### config.mk
export PLATFORM = sky130hd
export DESIGN_NAME = button_press_sequence_detector
export DESIGN_NICKNAME = d
export VERILOG_FILES = /design/src/hw/rtl/bpsd_pkg.sv /design/src/hw/rtl/button_press_sequence_detector.sv /design/src/hw/rtl/bpsd_cfg_regs.sv /design/src/hw/rtl/bpsd_step.sv
export SDC_FILE = /design/constraint.sdc
export NUM_CORES = 1
export LEC_CHECK = 0
export BUFFER_PORTS_ARGS = -buffer_cell sky130_fd_sc_hd__clkbuf_2
export CORE_UTILIZATION = 25
export CTS_CLUSTER_DIAMETER = 200
export CTS_CLUSTER_SIZE = 14
export DETAILED_ROUTE_END_ITERATION = 10
export PLACE_DENSITY = 0.42
export SKIP_LAST_GASP = 1
export SYNTH_ARGS = -nofsm -noshare
export SYNTH_HDL_FRONTEND = slang
export SYNTH_HIERARCHICAL = 1
export SYNTH_SLANG_ARGS = --single-unit
### constraint.sdc
create_clock -name clk -period 11.1 [get_ports clk]
set_input_delay 2.22 -clock clk [delete_from_list [all_inputs] [get_ports clk]]
set_output_delay 2.22 -clock clk [all_outputs]
set_load 0.01 [all_outputs]
### src/hw/rtl/bpsd_pkg.sv
// Shared types, codes and the single-wait update function for the button press
// sequence detector. Used by every module of the block; depends on nothing.
`timescale 1ns / 1ps
`default_nettype none

package bpsd_pkg;

  localparam int TICK_W    = 10;
  localparam int COUNT_W   = 4;
  localparam int PHASE_W   = 3;
  localparam int STATUS_W  = 2;
  localparam int STARS_W   = 2;
  localparam int CFG_IDX_W = 3;
  localparam int CFG_DAT_W = 10;

  // Longest chain of waits that one sample can pass through, plus margin.
  localparam int FEED_STEPS = 4;

  localparam logic [PHASE_W-1:0] PH_IDLE      = 3'd0;
  localparam logic [PHASE_W-1:0] PH_RELEASE   = 3'd1;
  localparam logic [PHASE_W-1:0] PH_PRESS     = 3'd2;
  localparam logic [PHASE_W-1:0] PH_UNPRESS   = 3'd3;
  localparam logic [PHASE_W-1:0] PH_QUIET     = 3'd4;
  localparam logic [PHASE_W-1:0] PH_RECOVERED = 3'd5;
  localparam logic [PHASE_W-1:0] PH_FAILED    = 3'd6;

  localparam logic [STATUS_W-1:0] STATUS_IDLE      = 2'd0;
  localparam logic [STATUS_W-1:0] STATUS_BUSY      = 2'd1;
  localparam logic [STATUS_W-1:0] STATUS_RECOVERED = 2'd2;
  localparam logic [STATUS_W-1:0] STATUS_FAILED    = 2'd3;

  localparam logic [STARS_W-1:0] STARS_NONE  = 2'd0;
  localparam logic [STARS_W-1:0] STARS_ONE   = 2'd1;
  localparam logic [STARS_W-1:0] STARS_TWO   = 2'd2;

  localparam logic [CFG_IDX_W-1:0] REG_RELEASE_TICKS        = 3'd0;
  localparam logic [CFG_IDX_W-1:0] REG_FIRST_EDGE_TICKS     = 3'd1;
  localparam logic [CFG_IDX_W-1:0] REG_NEXT_EDGE_TICKS      = 3'd2;
  localparam logic [CFG_IDX_W-1:0] REG_QUIET_ONE_TICKS      = 3'd3;
  localparam logic [CFG_IDX_W-1:0] REG_QUIET_TWO_TICKS      = 3'd4;
  localparam logic [CFG_IDX_W-1:0] REG_FIRST_GROUP_PRESSES  = 3'd5;
  localparam logic [CFG_IDX_W-1:0] REG_SECOND_GROUP_PRESSES = 3'd6;

  typedef struct packed {
    logic [TICK_W-1:0]  release_ticks;
    logic [TICK_W-1:0]  first_edge_ticks;
    logic [TICK_W-1:0]  next_edge_ticks;
    logic [TICK_W-1:0]  quiet_one_ticks;
    logic [TICK_W-1:0]  quiet_two_ticks;
    logic [COUNT_W-1:0] first_group_presses;
    logic [COUNT_W-1:0] second_group_presses;
  } cfg_t;

  typedef struct packed {
    logic [PHASE_W-1:0] phase;
    logic [TICK_W-1:0]  elapsed;
    logic [COUNT_W-1:0] presses_done;
    logic               second_group;
  } det_state_t;

  typedef struct packed {
    det_state_t st;
    logic       again;
  } feed_res_t;

  // One read of the current wait. The again flag says the same sample must
  // also be read by the wait that follows.
  function automatic feed_res_t feed(det_state_t s, cfg_t c, logic pr);
    feed_res_t          r;
    logic [TICK_W-1:0]  lim;
    logic               hit;
    logic               active;
    logic [COUNT_W-1:0] need;
    logic [COUNT_W-1:0] done_inc;
    r.st     = s;
    r.again  = 1'b0;
    active   = (s.phase == PH_RELEASE) || (s.phase == PH_PRESS) ||
               (s.phase == PH_UNPRESS) || (s.phase == PH_QUIET);
    if (s.phase == PH_RELEASE) begin
      lim = c.release_ticks;
    end else if (s.phase == PH_QUIET) begin
      lim = s.second_group ? c.quiet_two_ticks : c.quiet_one_ticks;
    end else begin
      lim = (s.presses_done == '0) ? c.first_edge_ticks : c.next_edge_ticks;
    end
    hit = ((s.phase == PH_PRESS) || (s.phase == PH_QUIET)) ? pr : !pr;
    need = s.second_group ? c.second_group_presses : c.first_group_presses;
    if (need == '0) begin
      need = COUNT_W'(1);
    end
    done_inc = s.presses_done + COUNT_W'(1);
    if (active) begin
      if (s.elapsed >= lim) begin
        if (s.phase != PH_QUIET) begin
          r.st.phase = PH_FAILED;
        end else if (s.second_group) begin
          r.st.phase = PH_RECOVERED;
        end else begin
          r.st.second_group = 1'b1;
          r.st.presses_done = '0;
          r.st.elapsed      = '0;
          r.st.phase        = PH_PRESS;
          r.again           = 1'b1;
        end
      end else if (!hit) begin
        r.st.elapsed = s.elapsed + TICK_W'(1);
      end else begin
        r.st.elapsed = '0;
        case (s.phase)
          PH_RELEASE: begin
            r.st.presses_done = '0;
            r.st.phase        = PH_PRESS;
            r.again           = 1'b1;
          end
          PH_PRESS: begin
            r.st.phase = PH_UNPRESS;
            r.again    = 1'b1;
          end
          PH_UNPRESS: begin
            r.st.presses_done = done_inc;
            r.st.phase        = (done_inc >= need) ? PH_QUIET : PH_PRESS;
            r.again           = 1'b1;
          end
          default: begin
            r.st.phase = PH_FAILED;
          end
        endcase
      end
    end
    return r;
  endfunction

endpackage

`default_nettype wire

### src/hw/rtl/button_press_sequence_detector.sv
// Top level of the button press sequence detector: input register, state and
// result register around bpsd_step, with configuration held in bpsd_cfg_regs.
`timescale 1ns / 1ps
`default_nettype none

// One button sample is taken per transaction and every sample yields exactly
// one result transaction carrying status and the star stage. The block takes
// a new sample in every clock cycle while its results are taken; a sample is
// held in the input register, goes through the single pass of wait logic and
// its result is held in the result register. While a result waits, one more
// sample can be held in the input register before in_tready drops.
// Configuration writes take effect at once and should be made while no sample
// is in flight.
module button_press_sequence_detector (
  input  wire logic                            clk,
  input  wire logic                            rst_n,
  // in_tdata: bit 0 pressed, bits 7:1 zero.
  input  wire logic [7:0]                      in_tdata,
  // in_tuser: bit 0 start_req.
  input  wire logic                            in_tuser,
  input  wire logic                            in_tvalid,
  output logic                                 in_tready,
  // out_tdata: bits 1:0 status, bits 3:2 stars, bits 7:4 zero.
  output logic [7:0]                           out_tdata,
  output logic                                 out_tvalid,
  input  wire logic                            out_tready,
  input  wire logic                            cfg_we,
  input  wire logic [bpsd_pkg::CFG_IDX_W-1:0]  cfg_index,
  input  wire logic [bpsd_pkg::CFG_DAT_W-1:0]  cfg_wdata
);

  bpsd_pkg::cfg_t                   cfg;
  bpsd_pkg::det_state_t             state_r;
  bpsd_pkg::det_state_t             state_nxt;
  logic [bpsd_pkg::STATUS_W-1:0]    status_nxt;
  logic [bpsd_pkg::STARS_W-1:0]     stars_nxt;
  logic                             in_valid_r;
  logic                             in_start_r;
  logic                             in_pressed_r;
  logic                             out_valid_r;
  logic [bpsd_pkg::STATUS_W-1:0]    out_status_r;
  logic [bpsd_pkg::STARS_W-1:0]     out_stars_r;
  logic                             advance;

  bpsd_cfg_regs u_cfg (
    .clk       (clk),
    .rst_n     (rst_n),
    .cfg_we    (cfg_we),
    .cfg_index (cfg_index),
    .cfg_wdata (cfg_wdata),
    .cfg       (cfg)
  );

  bpsd_step u_step (
    .state     (state_r),
    .cfg       (cfg),
    .start_req (in_start_r),
    .pressed   (in_pressed_r),
    .state_nxt (state_nxt),
    .status    (status_nxt),
    .stars     (stars_nxt)
  );

  assign advance   = in_valid_r && (!out_valid_r || out_tready);
  assign in_tready = !in_valid_r || advance;

  always_ff @(posedge clk) begin
    if (!rst_n) begin
      in_valid_r <= 1'b0;
    end else if (in_tready) begin
      in_valid_r <= in_tvalid;
    end
  end

  always_ff @(posedge clk) begin
    if (in_tready && in_tvalid) begin
      in_start_r   <= in_tuser;
      in_pressed_r <= in_tdata[0];
    end
  end

  always_ff @(posedge clk) begin
    if (!rst_n) begin
      state_r.phase        <= bpsd_pkg::PH_IDLE;
      state_r.elapsed      <= '0;
      state_r.presses_done <= '0;
      state_r.second_group <= 1'b0;
      out_valid_r          <= 1'b0;
    end else if (advance) begin
      state_r     <= state_nxt;
      out_valid_r <= 1'b1;
    end else if (out_tready) begin
      out_valid_r <= 1'b0;
    end
  end

  always_ff @(posedge clk) begin
    if (advance) begin
      out_status_r <= status_nxt;
      out_stars_r  <= stars_nxt;
    end
  end

  assign out_tvalid = out_valid_r;
  assign out_tdata  = {4'b0000, out_stars_r, out_status_r};

endmodule

`default_nettype wire

### src/hw/rtl/bpsd_cfg_regs.sv
// Configuration register file of the button press sequence detector.
// Depends on bpsd_pkg for the register indexes and the cfg_t bundle.
`timescale 1ns / 1ps
`default_nettype none

module bpsd_cfg_regs (
  input  wire logic                            clk,
  input  wire logic                            rst_n,
  input  wire logic                            cfg_we,
  input  wire logic [bpsd_pkg::CFG_IDX_W-1:0]  cfg_index,
  input  wire logic [bpsd_pkg::CFG_DAT_W-1:0]  cfg_wdata,
  output bpsd_pkg::cfg_t                       cfg
);

  bpsd_pkg::cfg_t cfg_r;

  always_ff @(posedge clk) begin
    if (!rst_n) begin
      cfg_r.release_ticks        <= 10'd300;
      cfg_r.first_edge_ticks     <= 10'd200;
      cfg_r.next_edge_ticks      <= 10'd70;
      cfg_r.quiet_one_ticks      <= 10'd100;
      cfg_r.quiet_two_ticks      <= 10'd200;
      cfg_r.first_group_presses  <= 4'd5;
      cfg_r.second_group_presses <= 4'd6;
    end else if (cfg_we) begin
      case (cfg_index)
        bpsd_pkg::REG_RELEASE_TICKS: begin
          cfg_r.release_ticks <= cfg_wdata[bpsd_pkg::TICK_W-1:0];
        end
        bpsd_pkg::REG_FIRST_EDGE_TICKS: begin
          cfg_r.first_edge_ticks <= cfg_wdata[bpsd_pkg::TICK_W-1:0];
        end
        bpsd_pkg::REG_NEXT_EDGE_TICKS: begin
          cfg_r.next_edge_ticks <= cfg_wdata[bpsd_pkg::TICK_W-1:0];
        end
        bpsd_pkg::REG_QUIET_ONE_TICKS: begin
          cfg_r.quiet_one_ticks <= cfg_wdata[bpsd_pkg::TICK_W-1:0];
        end
        bpsd_pkg::REG_QUIET_TWO_TICKS: begin
          cfg_r.quiet_two_ticks <= cfg_wdata[bpsd_pkg::TICK_W-1:0];
        end
        bpsd_pkg::REG_FIRST_GROUP_PRESSES: begin
          cfg_r.first_group_presses <= cfg_wdata[bpsd_pkg::COUNT_W-1:0];
        end
        bpsd_pkg::REG_SECOND_GROUP_PRESSES: begin
          cfg_r.second_group_presses <= cfg_wdata[bpsd_pkg::COUNT_W-1:0];
        end
        default: begin
        end
      endcase
    end
  end

  assign cfg = cfg_r;

endmodule

`default_nettype wire

### src/hw/rtl/bpsd_step.sv
// Next-state and result logic for one button sample of the sequence detector.
// Depends on bpsd_pkg for the state bundle, codes and the wait update function.
`timescale 1ns / 1ps
`default_nettype none

module bpsd_step (
  input  wire bpsd_pkg::det_state_t            state,
  input  wire bpsd_pkg::cfg_t                  cfg,
  input  wire logic                            start_req,
  input  wire logic                            pressed,
  output bpsd_pkg::det_state_t                 state_nxt,
  output logic [bpsd_pkg::STATUS_W-1:0]        status,
  output logic [bpsd_pkg::STARS_W-1:0]         stars
);

  bpsd_pkg::det_state_t cur;
  bpsd_pkg::feed_res_t  res;
  logic                 go;

  always_comb begin
    cur = state;
    if (start_req) begin
      cur.second_group = 1'b0;
      cur.presses_done = '0;
      cur.elapsed      = '0;
      cur.phase        = pressed ? bpsd_pkg::PH_RELEASE : bpsd_pkg::PH_FAILED;
    end
    go  = 1'b1;
    res = '0;
    for (int i = 0; i < bpsd_pkg::FEED_STEPS; i++) begin
      if (go) begin
        res = bpsd_pkg::feed(cur, cfg, pressed);
        cur = res.st;
        go  = res.again;
      end
    end
    state_nxt = cur;
  end

  always_comb begin
    case (cur.phase)
      bpsd_pkg::PH_IDLE: begin
        status = bpsd_pkg::STATUS_IDLE;
        stars  = bpsd_pkg::STARS_NONE;
      end
      bpsd_pkg::PH_RECOVERED: begin
        status = bpsd_pkg::STATUS_RECOVERED;
        stars  = bpsd_pkg::STARS_TWO;
      end
      bpsd_pkg::PH_FAILED: begin
        status = bpsd_pkg::STATUS_FAILED;
        stars  = bpsd_pkg::STARS_NONE;
      end
      default: begin
        status = bpsd_pkg::STATUS_BUSY;
        stars  = cur.second_group ? bpsd_pkg::STARS_TWO : bpsd_pkg::STARS_ONE;
      end
    endcase
  end

endmodule

`default_nettype wire

==> qor.txt <==
Status: finished, final reports clean
First-pass GRT wire length: 32.9 mm
Worst Path Max Fanout: 10
Hold Crit Class: reg -> reg
Cell total after placement: 1215
Clock-pin slew on the worst setup and hold paths: 0.08 ns
Die width: 169 µm
Post-CTS sizing: 0
Max_slew headroom: 26.9%
Slowest cell on crit path: or4_1
Final period utilization: 89.5%
Max Freq: 0.101 GHz
Worst setup EP type: flip-flop
Post-synthesis adder-cell area fraction: 8.27%
Maximum vdd drop: 67.8 µV
Hold slack: 0.464 ns
Synthesized area per cell: 8.14 µm²
Initial Util: 25.7%
CTS Hold Bufs: 0
Vias: 5969
Gr usage total: 14.9%
Largest net degree at the start of global routing: 61
Largest family of logic cells by synthesized area: simple AND/OR/NAND/NOR gates
Complex-gate fraction of the synthesized area: 17.5%
Finished Layout Cells: 1231
Routed length per instance: 16.7 µm
Final worst slack: 1.16 ns
Inserted Diodes: 0
Share of layout cells above drive strength 1: 11.8%
Tmin final: 9.94 ns
Yosys warning total: 6
Total Routed Length: 20.6 mm
Seq/Total Area, Yosys: 25.0%
Iteration-0 DRC Markers: 307
P&R area growth vs syn: 11.6%
Netlist Area Pre-Place: 6960 µm²
Critical path type: reg -> reg
Worst EP required: 11.38 ns
Worst slack at placement: 1.10 ns
DRC Markers: 0
#FFs+latches synth: 84
GR Overflow Total: 0
Routability cong.: 0.819
Vias per std cell: 4.85
Unrepaired setup endpoints after global routing: no
Mux share of post-synthesis cell area: 18.7%
Netlist cell types: 75
Synth Area in Simple Gates: 23.2%
Final hold violation count: 0
Post-route ant nets: 0
Die Y: 169 µm
Power density over cell area: 101 nW/µm²
Vias in the first global route: 5692
CTS Sinks: 84
Initial antenna violation count: 0
Post-CTS setup buffers: 0
Synth Flop Type: dfxtp_1
Clock Root Buffer: clkbuf_16
Final setup viols: 0
CP peak stage delay: 0.55 ns
XOR/XNOR Fraction of Synth Area: 1.13%
CP Launch Type: flip-flop
Clk_lat worst skew: 0.36 ns
DP HPWL: 15.3 mm
CTS Buffer Depth: 2
EDFF count, synth: 6
Total CTS buffers: 9
Die footprint: 28500 µm²
# rows: 60
Cell count after synthesis: 855
H-Tree Depth: 3
Max cap viols: 0
FFs w/ async S/R, synth: 0%
Drt pass-1 iters: 5
Most common cell after layout, fill and taps aside: nand2_1
Nets: 927
Most frequent cells in the layout: 143 x nand2_1, 122 x mux2i_1, 78 x dfxtp_1
Core area: 27100 µm²
Worst clock skew: 0.0208 ns
Slew @ Worst Pin: 1.08 ns
Slew Limit Fails: 0
TNS Setup: 0 ns
Port Buf Inserts: 25
Boundary Pins: 37
Critical Path AT: 10.22 ns
CTS tree: built
P_leak: 3.24 nW
-- flip-flops by register name, indices dropped and copies added, names as in the netlist --
name / count
u_cfg/cfg: 58
state_r: 18
out_stars_r: 2
out_status_r: 2
in_pressed_r: 1
in_start_r: 1
in_valid_r: 1
out_tvalid: 1
-- cell type report --
cell class                      instances  area (µm²)
Clock buffer                            9         225
Timing Repair Buffer                   53         338
Clock inverter                          7        76.3
Multi-Input combinational cell        683        4830
Fill cell                            2928       19300
Inverter                               23        86.3
Sequential cell                        84        1740
Tap cell                              372         465
-- metrics by stage --
stage	utilization, %	area (µm²)	total power, mW
after floorplan	-	6970	0.434
after global placement	27.5	7470	0.473
after detailed placement	27.5	7470	0.473
after CTS	28.7	7770	0.796
after global routing	28.7	7770	0.822
final	28.7	7770	0.783
-- critical path: cells and delay by family, from the launching register on --
| kind | cells | cell delay, ns |
|---|---|---|
| mux | 4 | 0.87 |
| flops | 1 | 0.51 |
| fa+ha+maj | 5 | 1.22 |
| buf+inv | 4 | 0.43 |
| simple gates | 12 | 2.93 |
| compound gates | 18 | 3.84 |
-- per-layer routing --
| layer | part of all wire (%) | vias to the layer above | wire (µm) | track usage [%] |
|---|---|---|---|---|
| met4 | 1.3 | 0 | 257 | 3.60 |
| met1 | 54 | 2782 | 11000 | 22.0 |
| met3 | 3.5 | 15 | 721 | 2.15 |
| met2 | 42 | 121 | 8560 | 22.3 |
| li1 | - | 3051 | - | - |
| met5 | 0 | - | 0 | 0 |
-- report_power, final --
group / internal, mW / switching (mW) / total [mW] / leakage [nW]
Clock: 0.160 / 0.156 / 0.317 / 0.149
Sequential: 0.313 / 0.00881 / 0.322 / 0.688
Combinational: 0.0546 / 0.0899 / 0.145 / 2.40
Total: 0.528 / 0.255 / 0.783 / 3.24
-- path summary, 6_finish.rpt --
check | start | endpoint | slack (ns) | depth (start not counted)
min | state_r[14] | state_r[14] | 0.46 | 2
max reg2reg | in_start_r | state_r[7] | 1.16 | 43
max | in_start_r | state_r[7] | 1.16 | 43
min reg2reg | state_r[14] | state_r[14] | 0.46 | 2
-- cells in the mapped netlist (all sizes together) (17+ instances only) --
library cell,n,area (µm²)
a21oi,45,236
ha,46,576
dfxtp,78,1560
a211oi,31,245
nor2b,43,279
nor3,19,106
mux2i,122,1220
nand2,145,549
inv,23,86.3
nor2,37,149
buf,30,199
o21ai,29,145
nand3,17,85.1
clkbuf,38,143
-- logic make-up after synthesis --
kind of cell / Yosys count
buf+inv: 91
flops: 84
compound gates: 175
mux: 129
simple gates: 320
other cells: 1
xor+xnor: 9
fa+ha+maj: 46
No activity file was read; power rests on OpenSTA's default activity.
